## src/design/battery_thermal_charge_limiter_defines.svh

```systemverilog
// Assertion macros for the battery thermal charge limiter
`ifndef BATTERY_THERMAL_CHARGE_LIMITER_DEFINES_SVH
`define BATTERY_THERMAL_CHARGE_LIMITER_DEFINES_SVH

// same-cycle implication, sampled on clk, quiet during reset
`define BTCL_ASSERT_NOW(label, ante, cons) \
	label: assert property (@(posedge clk) disable iff (!arst_n) (ante) |-> (cons)) \
		else $error("btcl same-cycle check failed");

// next-cycle implication, sampled on clk, quiet during reset
`define BTCL_ASSERT_NEXT(label, ante, cons) \
	label: assert property (@(posedge clk) disable iff (!arst_n) (ante) |=> (cons)) \
		else $error("btcl next-cycle check failed");

`endif

```

## src/design/btcl_pkg.sv

```systemverilog
package btcl_pkg;

	localparam int KELVIN_OFFSET_DK = 2731;

	localparam logic [15:0] TK_1C  = 16'(KELVIN_OFFSET_DK + 10 * 1);
	localparam logic [15:0] TK_5C  = 16'(KELVIN_OFFSET_DK + 10 * 5);
	localparam logic [15:0] TK_10C = 16'(KELVIN_OFFSET_DK + 10 * 10);
	localparam logic [15:0] TK_15C = 16'(KELVIN_OFFSET_DK + 10 * 15);
	localparam logic [15:0] TK_20C = 16'(KELVIN_OFFSET_DK + 10 * 20);
	localparam logic [15:0] TK_43C = 16'(KELVIN_OFFSET_DK + 10 * 43);
	localparam logic [15:0] TK_45C = 16'(KELVIN_OFFSET_DK + 10 * 45);
	localparam logic [15:0] TK_50C = 16'(KELVIN_OFFSET_DK + 10 * 50);

	localparam logic [1:0] CHG_IDLE      = 2'd0;
	localparam logic [1:0] CHG_CHARGE    = 2'd1;
	localparam logic [1:0] CHG_DISCHARGE = 2'd2;

	localparam logic [6:0] MODE_NONE    = 7'h00;
	localparam logic [6:0] MODE_TRIG_5  = 7'h01;
	localparam logic [6:0] MODE_TRIG_15 = 7'h02;
	localparam logic [6:0] MODE_TRIG_45 = 7'h04;
	localparam logic [6:0] MODE_TRIG_50 = 7'h08;
	localparam logic [6:0] MODE_REC_10  = 7'h10;
	localparam logic [6:0] MODE_REC_20  = 7'h20;
	localparam logic [6:0] MODE_REC_43  = 7'h40;
	localparam logic [6:0] MODE_MASK    = 7'h7F;

	localparam logic [2:0] CFG_TRIGGER_VOLTAGE  = 3'd0;
	localparam logic [2:0] CFG_REDUCED_VOLTAGE  = 3'd1;
	localparam logic [2:0] CFG_LOW_CURRENT      = 3'd2;
	localparam logic [2:0] CFG_HOT_CURRENT      = 3'd3;
	localparam logic [2:0] CFG_RECOVERY_CURRENT = 3'd4;
	localparam logic [2:0] CFG_VOLTAGE_BUMP     = 3'd5;

	localparam logic [15:0] RST_TRIGGER_VOLTAGE  = 16'd8300;
	localparam logic [15:0] RST_REDUCED_VOLTAGE  = 16'd8300;
	localparam logic [15:0] RST_LOW_CURRENT      = 16'd1464;
	localparam logic [15:0] RST_HOT_CURRENT      = 16'd1647;
	localparam logic [15:0] RST_RECOVERY_CURRENT = 16'd3294;
	localparam logic [9:0]  RST_VOLTAGE_BUMP     = 10'd100;

	typedef struct packed {
		logic [15:0] trigger_voltage_mv;
		logic [15:0] reduced_voltage_mv;
		logic [15:0] low_current_ma;
		logic [15:0] hot_current_ma;
		logic [15:0] recovery_current_ma;
		logic [9:0]  voltage_bump_mv;
	} btcl_cfg_t;

	typedef struct packed {
		logic       stop;
		logic       ac_known;
		logic       last_ac;
		logic [6:0] mode;
	} btcl_state_t;

	typedef struct packed {
		logic [15:0] temp_deci_kelvin;
		logic [15:0] batt_voltage_mv;
		logic        ac_present;
		logic [1:0]  charge_state_in;
		logic [15:0] req_voltage_in;
		logic [15:0] req_current_in;
		logic        want_charge_in;
	} btcl_item_t;

	typedef struct packed {
		logic [15:0] req_voltage_out;
		logic [15:0] req_current_out;
		logic [1:0]  charge_state_out;
		logic        want_charge_out;
	} btcl_result_t;

endpackage

```

## src/design/btcl_rule.sv

```systemverilog
module btcl_rule (
	input  btcl_pkg::btcl_cfg_t    cfg,
	input  btcl_pkg::btcl_state_t  state,
	input  btcl_pkg::btcl_item_t   item,
	output btcl_pkg::btcl_result_t res,
	output btcl_pkg::btcl_state_t  state_next
);
	import btcl_pkg::*;

	logic        ge1, ge5, ge10, ge15, ge20, ge43, ge45, ge50;
	logic        ac_change;
	logic        stop_pre;
	logic [16:0] bump_sum;

	assign ge1  = item.temp_deci_kelvin >= TK_1C;
	assign ge5  = item.temp_deci_kelvin >= TK_5C;
	assign ge10 = item.temp_deci_kelvin >= TK_10C;
	assign ge15 = item.temp_deci_kelvin >= TK_15C;
	assign ge20 = item.temp_deci_kelvin >= TK_20C;
	assign ge43 = item.temp_deci_kelvin >= TK_43C;
	assign ge45 = item.temp_deci_kelvin >= TK_45C;
	assign ge50 = item.temp_deci_kelvin >= TK_50C;

	assign ac_change = !state.ac_known || (item.ac_present != state.last_ac);
	assign stop_pre  = state.stop || (ac_change && item.ac_present && (!ge1 || ge45));
	assign bump_sum  = {1'b0, item.req_voltage_in} + {7'b0, cfg.voltage_bump_mv};

	always_comb begin
		logic [6:0]  mode;
		logic [15:0] volt;
		logic [15:0] cur;
		logic [1:0]  st;
		logic        want;

		mode = state.mode;
		volt = item.req_voltage_in;
		cur  = item.req_current_in;
		st   = item.charge_state_in;
		want = item.want_charge_in;

		if (stop_pre) begin
			volt = '0;
			cur  = '0;
			want = 1'b0;
			if (st != CHG_DISCHARGE) begin
				st = CHG_IDLE;
			end
		end

		// a charging sample here implies the latch was and stays clear
		if (st == CHG_CHARGE) begin
			if (item.batt_voltage_mv < cfg.trigger_voltage_mv) begin
				if (!ge5) begin
					mode = MODE_TRIG_5;
				end else if (!ge15) begin
					mode = MODE_TRIG_15;
				end
				if (ge50) begin
					mode = MODE_TRIG_50;
				end else if (ge45 && ((mode & MODE_TRIG_50) == MODE_NONE)) begin
					mode = MODE_TRIG_45;
				end
			end

			if (mode != MODE_NONE) begin
				if (ge10 && !ge20) begin
					mode = MODE_REC_10;
				end else if (ge20 && !ge43) begin
					mode = MODE_REC_20;
				end else if (ge43 && !ge45) begin
					mode = MODE_REC_43;
				end
			end else begin
				volt = bump_sum[16] ? 16'hFFFF : bump_sum[15:0];
			end

			if ((mode & MODE_TRIG_5) != MODE_NONE) begin
				volt = cfg.reduced_voltage_mv;
				cur  = cfg.low_current_ma;
			end else if ((mode & MODE_TRIG_15) != MODE_NONE) begin
				cur = cfg.low_current_ma;
			end else if ((mode & MODE_TRIG_45) != MODE_NONE) begin
				volt = cfg.reduced_voltage_mv;
				cur  = cfg.hot_current_ma;
			end else if ((mode & MODE_TRIG_50) != MODE_NONE) begin
				volt = '0;
				cur  = '0;
				want = 1'b0;
				st   = CHG_IDLE;
			end else if ((mode & MODE_REC_10) != MODE_NONE) begin
				cur = cfg.low_current_ma;
			end else if ((mode & (MODE_REC_20 | MODE_REC_43)) != MODE_NONE) begin
				cur = cfg.recovery_current_ma;
			end
		end else begin
			mode = MODE_NONE;
		end

		res.req_voltage_out  = volt;
		res.req_current_out  = cur;
		res.charge_state_out = st;
		res.want_charge_out  = want;

		state_next.stop     = (ge1 && !ge45) ? 1'b0 : stop_pre;
		state_next.ac_known = 1'b1;
		state_next.last_ac  = ac_change ? item.ac_present : state.last_ac;
		state_next.mode     = mode & MODE_MASK;
	end

endmodule

```

## src/design/battery_thermal_charge_limiter.sv

```systemverilog
// Channel  Handshake              Payload
// in       in_valid / in_ready    temperature, battery voltage, adapter, state, request
// out      out_valid / out_ready  overridden voltage, current, state, want-charge
// cfg      cfg_valid / cfg_ready  cfg_index (3 bits), cfg_data (16 bits)
//
// Input and result registers; one sample per cycle while out_ready is high.
// The input register feeds the limiter rule, which updates the thermal state and
// loads the result register in the same edge.
// Reset restores configuration defaults, sets the stop latch and all mode bits.
// A stalled result holds the result register; the input register fills only if empty.
module battery_thermal_charge_limiter (
	input  logic        clk,
	input  logic        arst_n,
	input  logic        in_valid,
	output logic        in_ready,
	input  logic [15:0] temp_deci_kelvin,
	input  logic [15:0] batt_voltage_mv,
	input  logic        ac_present,
	input  logic [1:0]  charge_state_in,
	input  logic [15:0] req_voltage_in,
	input  logic [15:0] req_current_in,
	input  logic        want_charge_in,
	output logic        out_valid,
	input  logic        out_ready,
	output logic [15:0] req_voltage_out,
	output logic [15:0] req_current_out,
	output logic [1:0]  charge_state_out,
	output logic        want_charge_out,
	input  logic        cfg_valid,
	output logic        cfg_ready,
	input  logic [2:0]  cfg_index,
	input  logic [15:0] cfg_data
);
	import btcl_pkg::*;

	`include "battery_thermal_charge_limiter_defines.svh"

	btcl_cfg_t    cfg_q;
	btcl_state_t  state_q;
	btcl_state_t  state_next;
	btcl_item_t   item_s1;
	logic         valid_s1;
	btcl_result_t res;
	btcl_result_t res_s2;
	logic         valid_s2;
	logic         advance;
	logic         fire;
	logic         band_s1;
	logic         held_stop;
	logic         zero_out;

	assign advance   = !valid_s2 || out_ready;
	assign in_ready  = !valid_s1 || advance;
	assign cfg_ready = 1'b1;

	always_ff @(posedge clk or negedge arst_n) begin
		if (!arst_n) begin
			cfg_q.trigger_voltage_mv  <= RST_TRIGGER_VOLTAGE;
			cfg_q.reduced_voltage_mv  <= RST_REDUCED_VOLTAGE;
			cfg_q.low_current_ma      <= RST_LOW_CURRENT;
			cfg_q.hot_current_ma      <= RST_HOT_CURRENT;
			cfg_q.recovery_current_ma <= RST_RECOVERY_CURRENT;
			cfg_q.voltage_bump_mv     <= RST_VOLTAGE_BUMP;
		end else if (cfg_valid && cfg_ready) begin
			case (cfg_index)
				CFG_TRIGGER_VOLTAGE:  cfg_q.trigger_voltage_mv  <= cfg_data;
				CFG_REDUCED_VOLTAGE:  cfg_q.reduced_voltage_mv  <= cfg_data;
				CFG_LOW_CURRENT:      cfg_q.low_current_ma      <= cfg_data;
				CFG_HOT_CURRENT:      cfg_q.hot_current_ma      <= cfg_data;
				CFG_RECOVERY_CURRENT: cfg_q.recovery_current_ma <= cfg_data;
				CFG_VOLTAGE_BUMP:     cfg_q.voltage_bump_mv     <= cfg_data[9:0];
				default: ;
			endcase
		end
	end

	always_ff @(posedge clk or negedge arst_n) begin
		if (!arst_n) begin
			valid_s1 <= 1'b0;
		end else if (in_ready) begin
			valid_s1 <= in_valid;
		end
	end

	always_ff @(posedge clk) begin
		if (in_ready && in_valid) begin
			item_s1.temp_deci_kelvin <= temp_deci_kelvin;
			item_s1.batt_voltage_mv  <= batt_voltage_mv;
			item_s1.ac_present       <= ac_present;
			item_s1.charge_state_in  <= charge_state_in;
			item_s1.req_voltage_in   <= req_voltage_in;
			item_s1.req_current_in   <= req_current_in;
			item_s1.want_charge_in   <= want_charge_in;
		end
	end

	btcl_rule u_rule (
		.cfg        (cfg_q),
		.state      (state_q),
		.item       (item_s1),
		.res        (res),
		.state_next (state_next)
	);

	always_ff @(posedge clk or negedge arst_n) begin
		if (!arst_n) begin
			state_q.stop     <= 1'b1;
			state_q.ac_known <= 1'b0;
			state_q.last_ac  <= 1'b0;
			state_q.mode     <= MODE_MASK;
			valid_s2         <= 1'b0;
		end else if (advance) begin
			valid_s2 <= valid_s1;
			if (valid_s1) begin
				state_q <= state_next;
			end
		end
	end

	always_ff @(posedge clk) begin
		if (advance && valid_s1) begin
			res_s2 <= res;
		end
	end

	assign out_valid        = valid_s2;
	assign req_voltage_out  = res_s2.req_voltage_out;
	assign req_current_out  = res_s2.req_current_out;
	assign charge_state_out = res_s2.charge_state_out;
	assign want_charge_out  = res_s2.want_charge_out;

	assign fire      = advance && valid_s1;
	assign band_s1   = (item_s1.temp_deci_kelvin >= TK_1C) && (item_s1.temp_deci_kelvin < TK_45C);
	assign held_stop = state_q.stop && state_q.ac_known && (item_s1.ac_present == state_q.last_ac);
	assign zero_out  = out_valid && (req_current_out == 16'd0) && (req_voltage_out == 16'd0)
		&& !want_charge_out;

	`BTCL_ASSERT_NOW(a_mode_shape, 1'b1, $onehot0(state_q.mode) || (state_q.mode == MODE_MASK))
	`BTCL_ASSERT_NEXT(a_band_clears_stop, fire && band_s1, !state_q.stop)
	`BTCL_ASSERT_NEXT(a_stop_zeroes, fire && held_stop, zero_out)

endmodule
```

## config.mk

```make
export PLATFORM = sky130hd
export DESIGN_NAME = battery_thermal_charge_limiter
export DESIGN_NICKNAME = d
export VERILOG_FILES = /design/src/design/btcl_pkg.sv /design/src/design/btcl_rule.sv /design/src/design/battery_thermal_charge_limiter.sv
export VERILOG_INCLUDE_DIRS = /design/src /design/src/design
export SDC_FILE = /design/constraint.sdc
export NUM_CORES = 1
export LEC_CHECK = 0
export ABC_AREA = 1
export BUFFER_PORTS_ARGS = -buffer_cell sky130_fd_sc_hd__buf_2
export CAP_MARGIN = 20
export CORE_ASPECT_RATIO = 2
export CORE_MARGIN = 2
export CORE_UTILIZATION = 35
export DETAILED_ROUTE_END_ITERATION = 8
export MAX_ROUTING_LAYER = met4
export PLACE_DENSITY = 0.58
export SKIP_LAST_GASP = 1
export SLEW_MARGIN = 0
export SYNTH_ARGS = -nofsm -noshare
export SYNTH_HDL_FRONTEND = slang
export SYNTH_SLANG_ARGS = --single-unit
```

## constraint.sdc

```tcl
create_clock -name clk -period 3.7 [get_ports clk]
set_clock_uncertainty 0.1 [all_clocks]
set_input_delay 0.185 -clock clk [delete_from_list [all_inputs] [get_ports clk]]
set_output_delay 0.185 -clock clk [all_outputs]
set_load 0.02 [all_outputs]
```

# --- Word level (Yosys, flattened, before mapping) ---
# Index checks and enable logic that the tools add are counted.
totals:
  inputBits: 92
  ff_bits: 205
  word_cells: 118
  output_inout_bits: 38
op_classes:
  n_lt_le_gt_ge: 9
  addsub: 1
  eq_ne: 8
  muxes: 44
  reduce_logical: 33
op_table:
  columns: ["operator", "n"]
  rows:
  - ["two-way mux 16 bit", 16]
  - [">= comparator 16 x 12 -> 1 bit (second input constant)", 8]
  - ["two-way mux 7 bit", 14]
  - ["adder 16 x 10 -> 17 bit", 1]
  - ["less-than comparator 16 bit", 1]
  - ["two-way mux 2 bit", 7]
  - ["AND reduction 2 bit", 7]
  - ["nonzero test 7 bit", 2]
  - ["logical AND 1 bit", 9]
  - ["zero test 1 bit", 7]
  - ["zero test 7 bit", 1]
  - ["two-way mux 1 bit", 7]
  - ["equality test 3 x 2 -> 1 bit (second input constant)", 2]
  - ["equality test 3 bit (second input constant)", 2]
  - ["logical OR 1 bit", 5]
  - ["equality test 3 x 1 -> 1 bit (second input constant)", 1]
  - ["zero test 3 bit", 1]
  - ["AND reduction 3 bit", 1]
  - ["equality test 2 x 1 -> 1 bit (second input constant)", 1]
  - ["!= test 2 bit (second input constant)", 1]
  - ["!= test 1 bit", 1]

# --- Logic depth before layout (Yosys ltp) ---
# Gate-level depths: netlist of the first run.
depth:
  depth_word: 27
  mapped_depth: 24
  ltp_nobuf: 23

# --- By module ---
# Synthesis of the first run repeated with hierarchy kept, for this count alone.
unflattened:
  hier_cells: 1286
  hier_area_um2: 10820.4
by_module_without_submodules:
  columns: ["module", "seq_area_each_um2", "area_per_inst_um2", "n_inst", "cells_per_inst"]
  rows:
  - ["battery_thermal_charge_limiter", 5699.2, 7210.7, 1, 558]
  - ["btcl_rule", 0.0, 3609.7, 1, 728]

# --- Worst setup path before layout of the first run ---
# Ideal clock, no wire load.
synth_path:
  path_kind: "register to register"
  startpoint: "register cfg_q[79] (netlist name)"
  endpoint: "register res_s2, in the netlist req_current_out[14] (data pin)"
  arrival_time_ns: 2.552
  setup_time_ns: 0.253
  stages_incl_launch_ff: 22
  synth_period_minus_slack_ns: 2.905
  path_slack_ns: 0.795
  required_time_ns: 3.347
  path_buffers: 1
  path_cell_list: "dfstp_2 -> inv_1 -> ha_1 -> a21oi_1 -> nor2_1 -> nor3_1 -> nand2_1 -> a21oi_4 -> inv_1 -> nand2_1 -> nand2_1 -> nor2_2 -> nand3_4 -> o21ai_4 -> buf_4 -> inv_1 -> nand2_1 -> nand3_1 -> nand2_1 -> nand2_1 -> nand3_1 -> nand2_1"
synth_rtl:
  columns: ["element", "line_no", "rtl"]
  rows:
  - ["start: declaration", "battery_thermal_charge_limiter.sv:38", "btcl_cfg_t cfg_q;"]
  - ["end signal: assignment", "battery_thermal_charge_limiter.sv:122", "res_s2 <= res;"]
  - ["end: declaration", "battery_thermal_charge_limiter.sv:44", "btcl_result_t res_s2;"]

==> results of run 1 <==
## layout make-up
cell class	count	area, sq um
flip-flops and latches	205	5700
fillers	2848	16000
well taps	360	450
clock inverters	15	138
repair buffers	225	1620
clock buffers	25	583
inverters	118	450
multi-input cells	778	3920
## power groups by stage
stage	combinational, mW	clock (mW)	sequential (mW)
floorplan	1.23	0	3.15
global placement	1.89	0	3.11
detailed placement	1.91	0	3.12
CTS	1.99	2.28	3.08
global route	2.28	2.38	3.11
finish	2.02	2.23	3.07
## metal layers
layer	up-vias	share of wire, %	routed length [um]
met4	0	4.0	1180
met1	4036	37	10900
met5	-	0	0
met2	210	55	16300
li1	4200	-	-
met3	63	3.7	1090
## metrics by stage
step,hold slack [ns],total power [mW],std cells,utilization [%]
2_1_floorplan,-0.211,4.39,1142,-
3_3_place_gp,0.170,5.00,1604,39.1
3_5_place_dp,0.172,5.03,1604,39.1
4_1_cts,0.00644,7.35,1722,44.3
5_1_grt,0.0275,7.76,1726,44.6
6_report,0.00266,7.32,1726,44.6
## worst paths after layout
path,end,slack (ns),depth (start not counted)
min in group asynchronous,cfg_q[7],0.15,2
max in group asynchronous,cfg_q[21],2.46,3
max reg2reg,req_current_out[0],0.27,20
min reg2reg,state_q[8],0.38,1
max,req_current_out[0],0.27,20
min,cfg_q[42],0.003,3
## sequential cells by signal, summed over array words and instances, names as in the netlist
register and count:
cfg_q 90, valid_s1 1, want_charge_out 1, out_valid 1, state_q 10, req_voltage_out 16
req_current_out 16, charge_state_out 2, item_s1 68
## what timing repair did
| action | 4_1_cts | 5_1_grt |
|---|---|---|
| hold endpoints to repair | 126 | 0 |
| resized for setup | 0 | 3 |
| hold buffers | 78 | 0 |
| buffers inserted | 0 | 1 |
| setup endpoints to repair | 0 | 12 |
## critical path, cell delays in order (launching register included)
cell	delay, ns
dfstp_2	0.53
inv_1	0.04
ha_1	0.30
a21oi_1	0.15
nor2_1	0.05
nor3_1	0.13
nand2_1	0.13
a21oi_4	0.29
inv_1	0.09
nand2_1	0.07
nand2_1	0.09
nor2_2	0.13
nand3_4	0.23
nand2_8	0.19
inv_2	0.08
nor2_4	0.13
buf_12	0.14
nand2_1	0.07
o21ai_1	0.15
nand2_1	0.07
a21boi_1	0.11
## cells in the final DEF (no fill, tap or decap), types with 12 or more instances in the layout
cell and n:
nand2_1 356, buf_2 127, o21ai_0 122, edfxtp_1 103, inv_1 102, dlygate4sd3_1 78
a21oi_1 63, dfrtp_1 59, nor2_1 48, dfstp_2 43, nand3_1 32, ha_1 25
clkbuf_16 23, o21ai_1 22, buf_4 15, a22oi_1 12
## cell families (layout without fill, tap and decap cells)
logic type | after synthesis | count (layout)
other | 1 | 1
adders and majority gates | 26 | 26
buffers and inverters | 160 | 383
AOI/OAI and AO/OA | 251 | 252
xor gates and xnor gates | 13 | 13
and+or+nand+nor | 486 | 486
DFF | 205 | 205
==> results.cfg, run 1 <==
[place]
hpwlAfterDp_mm = 20.6
postPlaceCellArea_sq_mm = 0.0113
gp_congestion = 0.906
port_buffers = 128
place_ws_ns = 0.252

[timing]
setup_ws_ns = 0.268
fin_crit_ns = 3.43
fmax_ghz = 0.291
rsz0062_at_grt = yes
finalSetupViolCount = 0
maxSlewViolCount = 0
hold_viol_final = 0
setup-tns-final_ns = 0
period_share_pct = 92.8
max_slew_margin_pct = 36.6
worstMarginPinSlew_ns = 0.948

[routing]
first_pass_iters = 5
num_vias = 8509
drt_iter0_drc = 461
wl_mm = 29.5
route.detailed.drc = 0
ant_nets = 0
drt-vias-per-instance = 4.93
wl_per_cell_um = 17.1

[clock_tree]
clk_pin_slew_ns = 0.07
cts_root_buffer = clkbuf_16
cts_buffers = 22
cts_tree = done
cts.sinks = 205
cts.path.max_buffers = 3
worstSkewPairLatency_ns = 0.52
h-tree-depth = 1

[final_layout]
final_cell_area_sq_mm = 0.0129
n_antenna_cell = 0
layout.nets = 1468
drive_gt1_share_pct = 19.9
area_growth_pct = 25.6

[power_and_ir_drop]
p_clk_share_pct = 30.4
swShare_pct = 33.5
power_density_mw_per_mm2 = 569
seq_power_share_pct = 42.0
p_leak_nw = 5.92
p_comb_share_pct = 27.6
ir_drop_uv = 375
internal_power_mw = 4.87
p_sw_mw = 2.45

[synthesis]
synthSimpleGateAreaFrac_pct = 20.1
syn_area_sq_mm = 0.0102
ys_top_cells_by_area = edfxtp_1 (30%), dfrtp_1 (14%), nand2_1 (13%), dfstp_2 (11%), o21ai_0 (6.0%)
async_reset_ff_share_pct = 49.8
yosysWarnings = 0
synthAdderAreaFrac_pct = 3.25
synth_compound_area_share_pct = 13.6
syn_avg_cell_area_sq_um = 8.97
synth_cell_types = 52
synth_top_area_share_pct = 30.2
synthTopCellsByCount = nand2_1 (356), o21ai_0 (122), edfxtp_1 (103), inv_1 (103), a21oi_1 (63)
synth_cells = 1142
synth_most_common_cell = nand2_1
ys_seq_area_share_pct = 55.7
synth-seq-cells = 205
synth_edf_count = 103
synth.area.mux_share_pct = 0
yosysTopAreaCell = edfxtp_1
synth_nets = 1260
synth_top_family_by_area = simple AND/OR/NAND/NOR gates
synth-main-ff-cell = edfxtp_1
synth_xor_area_share_pct = 1.11

[global_routing]
grt_max_degree = 54
grt_busiest_layer = met2
grt_use_met2_pct = 36.7
gr-usage-all-layers_pct = 19.4
grt_pass1_vias = 8402
grt_pass1_wl_mm = 45.2
met3_usage_pct = 2.24
grt_overflow_total = 0
grtUsageMet1_pct = 20.1
antenna_found_initial = 0

[worst_setup_path]
crit_path_start_kind = flip-flop
cp_max_fo = 11
r2r-start = cfg_q[79]
crit_required_ns = 3.98
crit_arrival_ns = 3.71
endpoint_kind = flip-flop
worstSetupStartpoint = cfg_q[79]
crit_type = flip-flop to flip-flop

[floorplanning]
die_area_sq_mm = 0.0307
rows = 88
io_pins = 130
die_h_um = 246
die_x_um = 125
start_util_pct = 35.5
core-area_sq_mm = 0.0288

[worst_hold_path]
hold_class = primary input to flip-flop
hold_path_startpoint = cfg_index[1]

[status]
status = completed

[flow_run]
maxCapViolCount = 0
Note: power is estimated with default switching activity, not from simulation.
==> run 2: changes to the inputs <==
--- a/config.mk
+++ b/config.mk
@@ -13,6 +13,7 @@
 export CORE_MARGIN = 2
 export CORE_UTILIZATION = 35
 export DETAILED_ROUTE_END_ITERATION = 8
+export GPL_ROUTABILITY_DRIVEN = 0
 export MAX_ROUTING_LAYER = met4
 export PLACE_DENSITY = 0.58
 export SKIP_LAST_GASP = 1
==> constraint.sdc (replaced) <==
create_clock -name clk -period 4.1 [get_ports clk]
set_clock_uncertainty 0.1 [all_clocks]
set_input_delay 0.205 -clock clk [delete_from_list [all_inputs] [get_ports clk]]
set_output_delay 0.205 -clock clk [all_outputs]
set_load 0.02 [all_outputs]
==> run 2 against run 1 <==
Die area did not move. Final cell count fell by 0.35%. Clock power fell by 11%. Sequential share of layout area rose by 0.33 points. Critical path depth fell by 2. Core utilization fell by 0.33 points. Clock-buffer cell count fell by 1. Largest power group unchanged.
==> results.cfg, run 2 (same netlist as run 1, synthesis figures left out) <==
[worst_setup_path]
slowest_stage = o21ai_4
cp_max_fo = 28
reg2regPathDepth = 18
path_common_cell = nand2_1
cp.depth = 18
endpoint_kind = flip-flop
cp_cell_sequence = inv_1, ha_1, a21oi_1, nor2_1, nor3_1, nand2_1, a21oi_4, nand2_1, nand2_1, a21oi_2, o21ai_4, inv_1, nand2_1, nand3_1, nand2_1, nand2_1, nand3_1, nand2_1
crit_arrival_ns = 3.64
cpLargestDelayFamily = compound AO/OA/AOI/OAI gates
crit_required_ns = 4.28
crit_buf_inv = 2
crit_path_start_kind = flip-flop
crit_type = flip-flop to flip-flop
slowest_delay_ns = 0.64

[power_and_ir_drop]
power_density_mw_per_mm2 = 510
p_leak_nw = 5.89
ir_drop_uv = 344

[timing]
hold_slack_ns = 0.00420
period_share_pct = 84.5
maxSlewViolCount = 0
fin_crit_ns = 3.46
setup-tns-final_ns = 0
hold_viol_final = 0
max_slew_margin_pct = 37.0
rsz0062_at_grt = no
worstMarginPinSlew_ns = 0.942
fmax_ghz = 0.289
finalSetupViolCount = 0

[floorplanning]
rows = 88
core-area_sq_mm = 0.0288
io_pins = 130
die_h_um = 246
die_x_um = 125
die_area_sq_mm = 0.0307
start_util_pct = 35.5

[routing]
ant_nets = 0
wl_mm = 28.8
drt_iter0_drc = 459
route.detailed.drc = 0
drt-vias-per-instance = 4.89
wl_per_cell_um = 16.7
first_pass_iters = 5
num_vias = 8418

[global_routing]
grt_pass1_vias = 8495
antenna_found_initial = 0
grt_max_degree = 57
grt_overflow_total = 0
grt_pass1_wl_mm = 45.3
gr-usage-all-layers_pct = 19.3

[place]
post-place-cells = 1600
postPlaceCellArea_sq_mm = 0.0112
hpwlAfterDp_mm = 20.7
port_buffers = 128

[final_layout]
layout.nets = 1462
drive_gt1_share_pct = 19.7
fillers = 2889
final_util_pct = 44.3
reg_top3 = cfg_q: 90 flops, item_s1: 68 flops
largest_reg_flops = 90
layoutNonFillerInstCount = 1720
final_common_cell = nand2_1
area_growth_pct = 24.7
largest_register = cfg_q
final_cell_area_sq_mm = 0.0128
n_antenna_cell = 0
final_cell_mix = nand2_1 (356), buf_2 (127), o21ai_0 (122)

[clock_tree]
cts_buffers = 22
cts_tree = done
h-tree-depth = 1
cts_root_buffer = clkbuf_16
cts.sinks = 205
clk_pin_slew_ns = 0.07
post_cts_buffers = 0
cts.path.max_buffers = 3
worstSkewPairLatency_ns = 0.52

[worst_hold_path]
min_path_cells = 3
hold_class = primary input to flip-flop

[flow_run]
maxCapViolCount = 0

[status]
status = completed
[run 2: changes by cell type in the layout (fill, tap and decap cells not counted), sizes merged]
cell / before / now
buf: 147 / 142
clkinv: 9 / 11
clkinvlp: 4 / 2
inv: 118 / 120
bufinv: 2 / 1
clkbuf: 25 / 24
o21ai: 147 / 146
[run 2: report_power, final]
group	switching, mW	total [mW]	internal, mW	leakage (nW)
sequential	0.181	2.77	2.59	2.19
combinational	1.15	1.76	0.615	3.36
clock	0.880	1.99	1.11	0.347
[run 2: metal layers]
metal	share of wire (%)	vias up	global-route usage (%)
met5	0	-	-
met4	3.4	0	7.65
met3	3.8	53	1.87
met2	56	228	37.0
met1	37	3954	20.1
li1	-	4183	-
[run 2: final timing paths]
check	startpoint	end	slack [ns]
worst min-delay path	cfg_data[2]	cfg_q[44]	0.004
max in group asynchronous	arst_n	cfg_q[51]	2.94
worst max-delay path	cfg_q[79]	req_current_out[11]	0.64
worst min register to register	state_q[8]	state_q[8]	0.38
worst max register to register	cfg_q[79]	req_current_out[11]	0.64
min in group asynchronous	arst_n	cfg_q[83]	0.03
[run 2: worst reg2reg max path, stage by stage (launching register included)]
cell	delay [ns]
dfstp_2	0.53
inv_1	0.04
ha_1	0.30
a21oi_1	0.14
nor2_1	0.05
nor3_1	0.13
nand2_1	0.13
a21oi_4	0.25
nand2_1	0.17
nand2_1	0.10
a21oi_2	0.10
o21ai_4	0.64
inv_1	0.16
nand2_1	0.09
nand3_1	0.07
nand2_1	0.06
nand2_1	0.04
nand3_1	0.08
nand2_1	0.05
[run 2: timing repair]
| action | 4_1_cts | 5_1_grt |
|---|---|---|
| setup endpoints to repair | 0 | 0 |
| endpoints found under the hold margin | 148 | 1 |
| resized for setup | 0 | 0 |
| hold buffers | 76 | 2 |
[run 2: cell type report]
cell class / instances / area, sq um / area share [%]
clock buffer: 24 / 579 / 4.54
clock inverter: 16 / 135 / 1.06
inverter: 118 / 448 / 3.51
multi-input combinational: 777 / 3900 / 30.5
sequential: 205 / 5700 / 44.6
tap: 360 / 450 / 3.53
timing repair buffer: 220 / 1560 / 12.2
[run 2: stage by stage]
stage,setup WS [ns],power [mW]
3_3_place_gp,0.677,4.48
5_1_grt,0.260,6.92
3_5_place_dp,0.632,4.52
6_report,0.636,6.52
2_1_floorplan,1.19,3.96
4_1_cts,0.631,6.60
